--- src/rtl/lssx_pkg.sv ---
// Shared types, constants and state codes of the lane segment selection block.
package lssx_pkg;

    localparam int C_COORD_BITS = 12;
    localparam int C_OPND_W     = C_COORD_BITS + 1;
    localparam int C_ACC_W      = 2 * C_COORD_BITS + 2;
    localparam int C_QUO_W      = C_ACC_W - 1;
    localparam int C_LEN_W      = 2 * C_COORD_BITS + 1;
    localparam int C_OUT_W      = 16;
    localparam int C_DIV_CNT_W  = $clog2(C_QUO_W + 1);

    localparam int C_SAT_MAX = 32767;
    localparam int C_SAT_MIN = -32768;

    // Reciprocal of three for the lane split, exact for operands below 2**17.
    localparam int C_DIV3_SH = 17;
    localparam int C_RECIP3  = (2 ** C_DIV3_SH + 2) / 3;

    localparam int C_WIDTH_RESET     = 640;
    localparam int C_HEIGHT_RESET    = 480;
    localparam int C_RIGHT_LIM_RESET = C_WIDTH_RESET - (2 * C_WIDTH_RESET) / 3;
    localparam int C_LEFT_LIM_RESET  = C_WIDTH_RESET - C_WIDTH_RESET / 3;

    localparam logic C_REG_WIDTH  = 1'b0;
    localparam logic C_REG_HEIGHT = 1'b1;

    typedef struct packed {
        logic [C_COORD_BITS-1:0] x_start;
        logic [C_COORD_BITS-1:0] y_start;
        logic [C_COORD_BITS-1:0] x_end;
        logic [C_COORD_BITS-1:0] y_end;
        logic                    has_segment;
        logic                    frame_end;
    } t_in_item;

    typedef struct packed {
        logic signed [C_OUT_W-1:0] right_top_x;
        logic signed [C_OUT_W-1:0] right_bottom_x;
        logic                      right_found;
        logic signed [C_OUT_W-1:0] left_top_x;
        logic signed [C_OUT_W-1:0] left_bottom_x;
        logic                      left_found;
    } t_out_item;

    typedef struct packed {
        logic [C_COORD_BITS-1:0] xa;
        logic [C_COORD_BITS-1:0] ya;
        logic [C_COORD_BITS-1:0] xb;
        logic [C_COORD_BITS-1:0] yb;
    } t_seg;

    typedef struct packed {
        logic                      en;
        logic                      clr;
        logic signed [C_OPND_W-1:0] a;
        logic signed [C_OPND_W-1:0] b;
    } t_mac_op;

    typedef struct packed {
        logic                    start;
        logic [C_QUO_W-1:0]      dividend;
        logic [C_COORD_BITS-1:0] divisor;
    } t_div_req;

    typedef enum logic [3:0] {
        S_IDLE,
        S_SQ_DX,
        S_SQ_DY,
        S_OFFER,
        S_EXT,
        S_NUM_A,
        S_NUM_B,
        S_DIV_GO,
        S_DIV_WAIT,
        S_FINISH
    } t_state;

endpackage

--- src/rtl/lssx_mac.sv ---
// Shared signed multiply-accumulate unit used for squared lengths and numerators.
module lssx_mac
    import lssx_pkg::*;
(
    input  logic                       i_clk,
    input  logic                       i_rst_n,
    input  t_mac_op                    i_op,
    output logic signed [C_ACC_W-1:0]  o_acc
);

    logic signed [C_ACC_W-1:0] r_acc;
    logic signed [C_ACC_W-1:0] n_acc;
    logic signed [C_ACC_W-1:0] w_ea;
    logic signed [C_ACC_W-1:0] w_eb;

    always_comb begin
        w_ea  = C_ACC_W'($signed(i_op.a));
        w_eb  = C_ACC_W'($signed(i_op.b));
        n_acc = (i_op.clr ? '0 : r_acc) + C_ACC_W'(w_ea * w_eb);
    end

    always_ff @(posedge i_clk) begin
        if (!i_rst_n) begin
            r_acc <= '0;
        end else if (i_op.en) begin
            r_acc <= n_acc;
        end
    end

    assign o_acc = r_acc;

endmodule

--- src/rtl/lssx_div.sv ---
// Restoring divider for unsigned magnitudes, one quotient bit per cycle.
module lssx_div
    import lssx_pkg::*;
(
    input  logic                i_clk,
    input  logic                i_rst_n,
    input  t_div_req            i_req,
    output logic                o_done,
    output logic [C_QUO_W-1:0]  o_quotient
);

    logic [C_DIV_CNT_W-1:0]   r_cnt;
    logic [C_QUO_W-1:0]       r_quo;
    logic [C_COORD_BITS-1:0]  r_rem;
    logic [C_COORD_BITS-1:0]  r_dvs;
    logic                     r_done;
    logic [C_COORD_BITS:0]    w_rem_sh;
    logic                     w_ge;
    logic [C_COORD_BITS:0]    w_rem_sub;
    logic [C_COORD_BITS-1:0]  n_rem;

    always_comb begin
        w_rem_sh  = {r_rem, r_quo[C_QUO_W-1]};
        w_ge      = (w_rem_sh >= {1'b0, r_dvs});
        w_rem_sub = w_rem_sh - {1'b0, r_dvs};
        n_rem     = w_ge ? w_rem_sub[C_COORD_BITS-1:0] : w_rem_sh[C_COORD_BITS-1:0];
    end

    always_ff @(posedge i_clk) begin
        if (!i_rst_n) begin
            r_cnt  <= '0;
            r_done <= 1'b0;
        end else begin
            r_done <= 1'b0;
            if (i_req.start) begin
                r_quo <= i_req.dividend;
                r_rem <= '0;
                r_dvs <= i_req.divisor;
                r_cnt <= C_DIV_CNT_W'(C_QUO_W);
            end else if (r_cnt != '0) begin
                r_quo <= {r_quo[C_QUO_W-2:0], w_ge};
                r_rem <= n_rem;
                r_cnt <= r_cnt - 1'b1;
                if (r_cnt == C_DIV_CNT_W'(1)) begin
                    r_done <= 1'b1;
                end
            end
        end
    end

    assign o_done     = r_done;
    assign o_quotient = r_quo;

endmodule

--- src/rtl/lane_segment_select_extrapolate.sv ---
// Top level: lane segment selection by slope and length, with line extrapolation per frame.
//
//  Channel  Direction  Handshake                   Payload
//  input    in         i_in_valid / o_in_stall     i_in_data   (t_in_item)
//  output   out        o_out_valid / i_out_stall   o_out_data  (t_out_item)
//  config   in         i_cfg_we (no wait)          i_cfg_idx, i_cfg_data
//
// A segment request passes through acceptance, two passes through the shared
// multiply-accumulate unit (dx squared, then dy squared added) and the lane update.
// An empty request that does not end a frame is only accepted; the sequencer stays idle.
// On a frame-end request each kept lane is extended to the top and the bottom row;
// each extension waits on the restoring divider, which produces one quotient bit per
// cycle. The input is stalled whenever the sequencer is not idle. Reset (synchronous,
// active low) restores the register defaults and empties the per-frame state. A result
// waits in the output register while the output is stalled; further requests are taken
// meanwhile until the next frame end needs it.
module lane_segment_select_extrapolate
    import lssx_pkg::*;
(
    input  logic                    i_clk,
    input  logic                    i_rst_n,
    input  logic                    i_in_valid,
    output logic                    o_in_stall,
    input  t_in_item                i_in_data,
    output logic                    o_out_valid,
    input  logic                    i_out_stall,
    output t_out_item               o_out_data,
    input  logic                    i_cfg_we,
    input  logic                    i_cfg_idx,
    input  logic [C_COORD_BITS-1:0] i_cfg_data
);

    // Floor of n / 3 by multiplication with a reciprocal.
    function automatic logic [C_OPND_W-1:0] div3(input logic [C_OPND_W-1:0] n);
        logic [C_OPND_W+C_DIV3_SH-1:0] p;
        p = (C_OPND_W + C_DIV3_SH)'(n) * (C_OPND_W + C_DIV3_SH)'(C_RECIP3);
        return p[C_DIV3_SH +: C_OPND_W];
    endfunction

    t_state r_state;
    t_state n_state;

    // Configuration, with the lane split limits worked out at write time.
    logic [C_COORD_BITS-1:0] r_height;
    logic [C_COORD_BITS-1:0] r_right_lim;
    logic [C_COORD_BITS-1:0] r_left_lim;
    logic [C_OPND_W-1:0]     w_third;
    logic [C_OPND_W-1:0]     w_two_thirds;

    // Request being worked on and per-frame lane state.
    t_in_item                r_item;
    t_seg                    r_right_seg;
    t_seg                    r_left_seg;
    logic [C_LEN_W-1:0]      r_right_len;
    logic [C_LEN_W-1:0]      r_left_len;
    logic                    r_right_seen;
    logic                    r_left_seen;

    // Extension jobs: bit 1 picks the lane (left when set), bit 0 the row.
    logic [1:0]                r_job;
    logic signed [C_OUT_W-1:0] r_slot [4];

    logic                    r_out_valid;
    t_out_item               r_out_data;

    // Controls from the sequencer.
    logic                    w_accept;
    logic                    w_offer;
    logic                    w_job_clr;
    logic                    w_job_inc;
    logic                    w_slot_we;
    logic signed [C_OUT_W-1:0] w_slot_val;
    logic                    w_load_out;

    t_mac_op                 w_mac_op;
    logic signed [C_ACC_W-1:0] w_acc;
    t_div_req                w_div_req;
    logic                    w_div_done;
    logic [C_QUO_W-1:0]      w_quo;

    // Classification of the held request.
    logic signed [C_OPND_W-1:0] w_dx;
    logic signed [C_OPND_W-1:0] w_dy;
    logic [C_OPND_W-1:0]        w_adx_f;
    logic [C_OPND_W-1:0]        w_ady_f;
    logic                       w_keep;
    logic                       w_same_sign;
    logic                       w_to_right;
    logic [C_LEN_W-1:0]         w_len;

    // Extension of the selected lane.
    t_seg                       w_sel;
    logic                       w_sel_seen;
    logic signed [C_OPND_W-1:0] w_sel_dx;
    logic signed [C_OPND_W-1:0] w_sel_dy;
    logic [C_COORD_BITS-1:0]    w_row;
    logic signed [C_OPND_W-1:0] w_row_off;
    logic [C_ACC_W-1:0]         w_num_mag;
    logic [C_OPND_W-1:0]        w_dy_mag;
    logic                       w_neg;
    logic signed [C_ACC_W-1:0]  w_q;
    logic signed [C_ACC_W-1:0]  w_q_sat;

    assign w_accept   = i_in_valid && !o_in_stall;
    assign o_in_stall = (r_state != S_IDLE);

    // Classification: a segment is kept when it is steeper than one and not vertical.
    always_comb begin
        w_dx    = $signed({1'b0, r_item.x_end}) - $signed({1'b0, r_item.x_start});
        w_dy    = $signed({1'b0, r_item.y_end}) - $signed({1'b0, r_item.y_start});
        w_adx_f = w_dx[C_OPND_W-1] ? C_OPND_W'(-w_dx) : C_OPND_W'(w_dx);
        w_ady_f = w_dy[C_OPND_W-1] ? C_OPND_W'(-w_dy) : C_OPND_W'(w_dy);
        w_keep  = (w_dx != '0) &&
                  (w_ady_f[C_COORD_BITS-1:0] > w_adx_f[C_COORD_BITS-1:0]);
        w_same_sign = ((!w_dx[C_OPND_W-1]) && (w_dx != '0)) ==
                      ((!w_dy[C_OPND_W-1]) && (w_dy != '0));
        if (w_same_sign) begin
            w_to_right = (r_item.x_end > r_right_lim);
        end else begin
            w_to_right = !(r_item.x_start < r_left_lim);
        end
        w_len = w_acc[C_LEN_W-1:0];
    end

    // Numerator x1*dy + (row - y1)*dx and the signed, saturated quotient.
    always_comb begin
        w_sel      = r_job[1] ? r_left_seg : r_right_seg;
        w_sel_seen = r_job[1] ? r_left_seen : r_right_seen;
        w_sel_dx   = $signed({1'b0, w_sel.xb}) - $signed({1'b0, w_sel.xa});
        w_sel_dy   = $signed({1'b0, w_sel.yb}) - $signed({1'b0, w_sel.ya});
        w_row      = r_job[0] ? r_height : '0;
        w_row_off  = $signed({1'b0, w_row}) - $signed({1'b0, w_sel.ya});
        w_num_mag  = w_acc[C_ACC_W-1] ? C_ACC_W'(-w_acc) : C_ACC_W'(w_acc);
        w_dy_mag   = w_sel_dy[C_OPND_W-1] ? C_OPND_W'(-w_sel_dy) : C_OPND_W'(w_sel_dy);
        w_neg      = w_acc[C_ACC_W-1] ^ w_sel_dy[C_OPND_W-1];
        w_q        = w_neg ? -$signed({1'b0, w_quo}) : $signed({1'b0, w_quo});
        if (w_q > $signed(C_ACC_W'(C_SAT_MAX))) begin
            w_q_sat = $signed(C_ACC_W'(C_SAT_MAX));
        end else if (w_q < $signed(C_ACC_W'(C_SAT_MIN))) begin
            w_q_sat = $signed(C_ACC_W'(C_SAT_MIN));
        end else begin
            w_q_sat = w_q;
        end
    end

    // Sequencer.
    always_comb begin
        n_state            = r_state;
        w_offer            = 1'b0;
        w_job_clr          = 1'b0;
        w_job_inc          = 1'b0;
        w_slot_we          = 1'b0;
        w_slot_val         = '0;
        w_load_out         = 1'b0;
        w_mac_op           = '0;
        w_div_req          = '0;
        w_div_req.dividend = w_num_mag[C_QUO_W-1:0];
        w_div_req.divisor  = w_dy_mag[C_COORD_BITS-1:0];
        case (r_state)
            S_IDLE: begin
                if (w_accept) begin
                    if (i_in_data.has_segment) begin
                        n_state = S_SQ_DX;
                    end else if (i_in_data.frame_end) begin
                        w_job_clr = 1'b1;
                        n_state   = S_EXT;
                    end
                end
            end
            S_SQ_DX: begin
                w_mac_op.en  = 1'b1;
                w_mac_op.clr = 1'b1;
                w_mac_op.a   = w_dx;
                w_mac_op.b   = w_dx;
                n_state      = S_SQ_DY;
            end
            S_SQ_DY: begin
                w_mac_op.en = 1'b1;
                w_mac_op.a  = w_dy;
                w_mac_op.b  = w_dy;
                n_state     = S_OFFER;
            end
            S_OFFER: begin
                w_offer = 1'b1;
                if (r_item.frame_end) begin
                    w_job_clr = 1'b1;
                    n_state   = S_EXT;
                end else begin
                    n_state = S_IDLE;
                end
            end
            S_EXT: begin
                if (w_sel_seen) begin
                    n_state = S_NUM_A;
                end else begin
                    // Lane not found: its x fields read zero.
                    w_slot_we = 1'b1;
                    if (r_job == 2'd3) begin
                        n_state = S_FINISH;
                    end else begin
                        w_job_inc = 1'b1;
                    end
                end
            end
            S_NUM_A: begin
                w_mac_op.en  = 1'b1;
                w_mac_op.clr = 1'b1;
                w_mac_op.a   = $signed({1'b0, w_sel.xa});
                w_mac_op.b   = w_sel_dy;
                n_state      = S_NUM_B;
            end
            S_NUM_B: begin
                w_mac_op.en = 1'b1;
                w_mac_op.a  = w_row_off;
                w_mac_op.b  = w_sel_dx;
                n_state     = S_DIV_GO;
            end
            S_DIV_GO: begin
                w_div_req.start = 1'b1;
                n_state         = S_DIV_WAIT;
            end
            S_DIV_WAIT: begin
                if (w_div_done) begin
                    w_slot_we  = 1'b1;
                    w_slot_val = w_q_sat[C_OUT_W-1:0];
                    if (r_job == 2'd3) begin
                        n_state = S_FINISH;
                    end else begin
                        w_job_inc = 1'b1;
                        n_state   = S_EXT;
                    end
                end
            end
            S_FINISH: begin
                if (!r_out_valid || !i_out_stall) begin
                    w_load_out = 1'b1;
                    n_state    = S_IDLE;
                end
            end
            default: begin
                n_state = S_IDLE;
            end
        endcase
    end

    always_ff @(posedge i_clk) begin
        if (!i_rst_n) begin
            r_state <= S_IDLE;
        end else begin
            r_state <= n_state;
        end
    end

    // Configuration registers; the split limits are W - floor(2W/3) and W - floor(W/3).
    always_comb begin
        w_third      = div3({1'b0, i_cfg_data});
        w_two_thirds = div3({i_cfg_data, 1'b0});
    end

    always_ff @(posedge i_clk) begin
        if (!i_rst_n) begin
            r_height    <= C_COORD_BITS'(C_HEIGHT_RESET);
            r_right_lim <= C_COORD_BITS'(C_RIGHT_LIM_RESET);
            r_left_lim  <= C_COORD_BITS'(C_LEFT_LIM_RESET);
        end else if (i_cfg_we) begin
            case (i_cfg_idx)
                C_REG_WIDTH: begin
                    r_right_lim <= i_cfg_data - w_two_thirds[C_COORD_BITS-1:0];
                    r_left_lim  <= i_cfg_data - w_third[C_COORD_BITS-1:0];
                end
                C_REG_HEIGHT: begin
                    r_height <= i_cfg_data;
                end
                default: begin
                end
            endcase
        end
    end

    // Request capture, lane store and result slots.
    always_ff @(posedge i_clk) begin
        if (w_accept) begin
            r_item <= i_in_data;
        end
        if (w_slot_we) begin
            r_slot[r_job] <= w_slot_val;
        end
        if (w_offer && w_keep) begin
            if (w_to_right && (w_len > r_right_len)) begin
                r_right_seg <= {r_item.x_start, r_item.y_start, r_item.x_end, r_item.y_end};
            end
            if (!w_to_right && (w_len > r_left_len)) begin
                r_left_seg <= {r_item.x_start, r_item.y_start, r_item.x_end, r_item.y_end};
            end
        end
    end

    always_ff @(posedge i_clk) begin
        if (!i_rst_n) begin
            r_right_len  <= '0;
            r_left_len   <= '0;
            r_right_seen <= 1'b0;
            r_left_seen  <= 1'b0;
            r_job        <= '0;
        end else begin
            if (w_job_clr) begin
                r_job <= '0;
            end else if (w_job_inc) begin
                r_job <= r_job + 2'd1;
            end
            if (w_load_out) begin
                // The frame is complete: empty the lane state for the next one.
                r_right_len  <= '0;
                r_left_len   <= '0;
                r_right_seen <= 1'b0;
                r_left_seen  <= 1'b0;
            end else if (w_offer && w_keep) begin
                // A tie keeps the earlier segment, so only a strictly longer one wins.
                if (w_to_right && (w_len > r_right_len)) begin
                    r_right_len  <= w_len;
                    r_right_seen <= 1'b1;
                end
                if (!w_to_right && (w_len > r_left_len)) begin
                    r_left_len  <= w_len;
                    r_left_seen <= 1'b1;
                end
            end
        end
    end

    // Output register.
    always_ff @(posedge i_clk) begin
        if (!i_rst_n) begin
            r_out_valid <= 1'b0;
        end else if (w_load_out) begin
            r_out_valid <= 1'b1;
        end else if (r_out_valid && !i_out_stall) begin
            r_out_valid <= 1'b0;
        end
    end

    always_ff @(posedge i_clk) begin
        if (w_load_out) begin
            r_out_data.right_top_x    <= r_slot[0];
            r_out_data.right_bottom_x <= r_slot[1];
            r_out_data.right_found    <= r_right_seen;
            r_out_data.left_top_x     <= r_slot[2];
            r_out_data.left_bottom_x  <= r_slot[3];
            r_out_data.left_found     <= r_left_seen;
        end
    end

    assign o_out_valid = r_out_valid;
    assign o_out_data  = r_out_data;

    lssx_mac u_mac (
        .i_clk   (i_clk),
        .i_rst_n (i_rst_n),
        .i_op    (w_mac_op),
        .o_acc   (w_acc)
    );

    lssx_div u_div (
        .i_clk      (i_clk),
        .i_rst_n    (i_rst_n),
        .i_req      (w_div_req),
        .o_done     (w_div_done),
        .o_quotient (w_quo)
    );

endmodule

--- config.mk ---
export PLATFORM = sky130hd
export DESIGN_NAME = lane_segment_select_extrapolate
export DESIGN_NICKNAME = d
export VERILOG_FILES = /design/src/rtl/lssx_pkg.sv /design/src/rtl/lssx_mac.sv /design/src/rtl/lssx_div.sv /design/src/rtl/lane_segment_select_extrapolate.sv
export SDC_FILE = /design/constraint.sdc
export NUM_CORES = 2
export LEC_CHECK = 0
export ABC_AREA = 1
export BUFFER_PORTS_ARGS = -buffer_cell sky130_fd_sc_hd__buf_2
export CELL_PAD_IN_SITES_DETAIL_PLACEMENT = 1
export CELL_PAD_IN_SITES_GLOBAL_PLACEMENT = 2
export CORE_AREA = 2 2 363 365
export CTS_CLUSTER_SIZE = 40
export DETAILED_ROUTE_END_ITERATION = 6
export DIE_AREA = 0 0 365 367
export PLACE_DENSITY = 0.71
export SLEW_MARGIN = 20
export SYNTH_ARGS = -nofsm -noshare
export SYNTH_HDL_FRONTEND = slang
export SYNTH_HIERARCHICAL = 1
export SYNTH_SLANG_ARGS = --single-unit
--- constraint.sdc ---
create_clock -name i_clk -period 10.5 [get_ports i_clk]
set_input_delay 2.1 -clock i_clk [delete_from_list [all_inputs] [get_ports i_clk]]
set_output_delay 2.1 -clock i_clk [all_outputs]
set_load 0.005 [all_outputs]
==> metrics.txt <==
clock power share=15.1%; Layout Utilization=between 30 and 40%; gr ovfl total=0; initial antenna violation count=3; I/O pin cnt=around 140; WHS=415 ps; cells after synthesis=about 4600; Synth Net Count=approximately 5300; met3 Resource Use GR=between 2 and 2.5%; Mapped Area=around 38000 um^2; Final setup violation count=0; CTS tree=built; worst path arrival time=~9600 ps; Top Usage Layer GRT=met2; Hold Vio Cnt, Final=0; crit start category=flop; Max Freq=0.111 GHz; Hold Path Stages=0; RSZ-0062 raised after global routing=no; DP HPWL=around 100000 um; worst skew pair latency=just under 700 ps; Initial Util=28.8%; post-DR wirelength/cell=18.5 um; Static Leakage=20.8 nW; Buffers & Inverters on Critical Path=7; vias in the first global route=roughly 32000; Seq cells post-synth=roughly 450; die height=367 um; internal power=~0.0059 W; CP required=11060 ps; slowest CP cell=fa_1; fraction of layout cells with a size suffix above 1=under 10%; Vias per Instance=4.56; sequential share of power=20.6%; Pwr Density=roughly 300 nW/um^2; drt total wl=between 100000 and 150000 um; floorplan core area=roughly 130000 um^2; final setup TNS=0 ps; worst rel slew slack=32.1%; DR vias=29963; Die W=365 um; CTS Root Cell=clkbuf_16; setup bufs post-CTS=0; Sw Ratio=between 50 and 60%; # rows=roughly 130; diode count=0; post-place setup slack=about 1400 ps; Iteration-0 DRC Markers=around 1400; cell area after layout=42200 um^2; net switching power=0.00663 W; Post-CTS Resized=0; Worst R2R Path Depth=41; Detail Route Antenna Nets=0; GR Util met2=approximately 31%; final net count=~5400; cell taking the most area after synthesis=edfxtp_1; Max Clock Skew=~67 ps; status=finished clean; Crit. path cell count=41; Syn Area/Cell=between 8 and 9 um^2; post-synthesis sequential area ratio=roughly a third; ys async rst share=0%; final worst slack=between 1000 and 1500 ps; commonest cells in the netlist=nand2_1 (1122), inv_1 (964), edfxtp_1 (324), ha_1 (324), nor2_1 (310); max-slew violation count=0; main area contributors after synthesis=edfxtp_1 (26%), fa_1 (13%), nand2_1 (11%), ha_1 (11%), inv_1 (9.6%); CP peak stage delay=580 ps; CP top delay family=adder cells; pin count of the biggest net entering global routing=~70; GR Util All Layers=between 10% and 20%; Placed Area=between 40000 and 50000 um^2; CTS Buf Count=57; Layout area overhead=12.4%; DR pass1 iterations=5; fin crit share=around 86%; Crit Path Class=flop to flop; Synth top area share=approximately a quarter; top-count cell post-synth=nand2_1; number of clock sinks=~450; port bufs=135; CTS Hold Bufs=0; Setup crit end kind=flop; VDD IR max=approximately 0.00017 V; CP most frequent cell=nand2_1; first-pass GRT wire length=approximately 190000 um; Yosys cell types=between 60 and 70; Worst-Margin Slew=between 1000 and 1500 ps; maximum clock insertion buffer count=3; clock transition at the registers of the reported paths=around 60 ps; Die Footprint=around 130000 um^2; top_reg_cell synth=edfxtp_1; DRC Markers=0; synth warn=6; M1 GR Usage=roughly 24%; max cap viols=0; Gate power share=between 60% and 70%; fin crit period=approximately 9000 ps; H-tree depth=2; worst hold path class=flop to flop; Post-synth EDFFs=around 320; worst-path maximum fanout=26; GPL Wtd Cong=~0.86
## worst reg2reg max path, delay by kind of cell (launching register included)
kind | cells | cell delay [ps]
buffers and inverters | 7 | 1150
AO/OA/AOI/OAI | 8 | 1590
flip-flops | 1 | 510
adder cells (fa/ha/maj) | 9 | 4070
AND/OR/NAND/NOR | 17 | 1570
## registers in the layout, indices dropped and copies added (netlist names), 4 cells and up
name / flops
r_right_lim: 12
r_right_seg: 48
u_mac/o_acc: 26
r_slot: 64
r_item: 49
o_out_data: 66
r_left_len: 25
u_div/r_cnt: 5
r_left_seg: 48
r_left_lim: 12
u_div/r_dvs: 12
u_div/o_quotient: 25
r_right_len: 25
r_state: 4
r_height: 12
u_div/r_rem: 12
## worst paths after layout
| path | end | slack (ps) | from |
|---|---|---|---|
| max | u_mac/o_acc[25] | 1490 | r_job[1] |
| min | o_out_data[19] | 420 | r_slot[2][2] |
| max reg2reg | u_mac/o_acc[25] | 1490 | r_job[1] |
| min reg2reg | o_out_data[19] | 420 | r_slot[2][2] |
## power groups by stage
stage | clock network [W] | registers (W) | logic (W)
after floorplan | 0 | 0.00245 | 0.00561
after global placement | 0 | 0.00262 | 0.00790
after detailed placement | 0 | 0.00262 | 0.00807
after CTS | 0.00196 | 0.00259 | 0.00811
after global routing | 0.00201 | 0.00261 | 0.00913
final | 0.00189 | 0.00257 | 0.00804
## kinds of logic (layout without fill, tap and decap cells)
family	count (synthesis)	after routing	share of synthesized area, %
multiplexers	24	24	0.640
buffers and inverters	1119	1309	11.3
AND/OR/NAND/NOR	1881	1881	21.4
adder cells (fa/ha/maj)	569	569	23.9
flip-flops	451	451	32.7
XOR/XNOR	123	123	3.04
AO/OA/AOI/OAI	456	456	7.02
## through the flow
step                power [W]  std cells
floorplan             0.00805       4623
global placement       0.0105       6462
detailed placement     0.0107       6462
CTS                    0.0127       6568
global route           0.0138       6568
finish                 0.0125       6568
## metal layers
| metal | up-vias | wire, um |
|---|---|---|
| met4 | 0 | 3030 |
| met3 | 140 | 4620 |
| met1 | 14573 | 56100 |
| met5 | - | 0 |
| li1 | 14814 | - |
| met2 | 436 | 57500 |
## layout make-up
cell class	count	area [um^2]
tap	1755	2200
multi-input combinational	3053	21100
sequential	451	12300
fill	15704	88300
clock buffer	67	1460
timing repair buffer	174	968
clock inverter	39	338
inverter	1029	3860
## cells in the final DEF (no fill, tap or decap), types with 23 or more instances in the layout
cell type,n
nand2_1,1122
inv_1,961
ha_1,324
edfxtp_1,324
nor2_1,303
nand3_1,247
fa_1,245
a21oi_1,211
buf_2,135
dfxtp_1,126
o21ai_0,105
xor2_1,93
inv_2,61
clkbuf_16,57
nor3_1,43
nand4_1,41
buf_4,39
mux2i_1,24
xnor2_1,23
nand2_2,23
No activity file was read; power rests on OpenSTA's default activity.
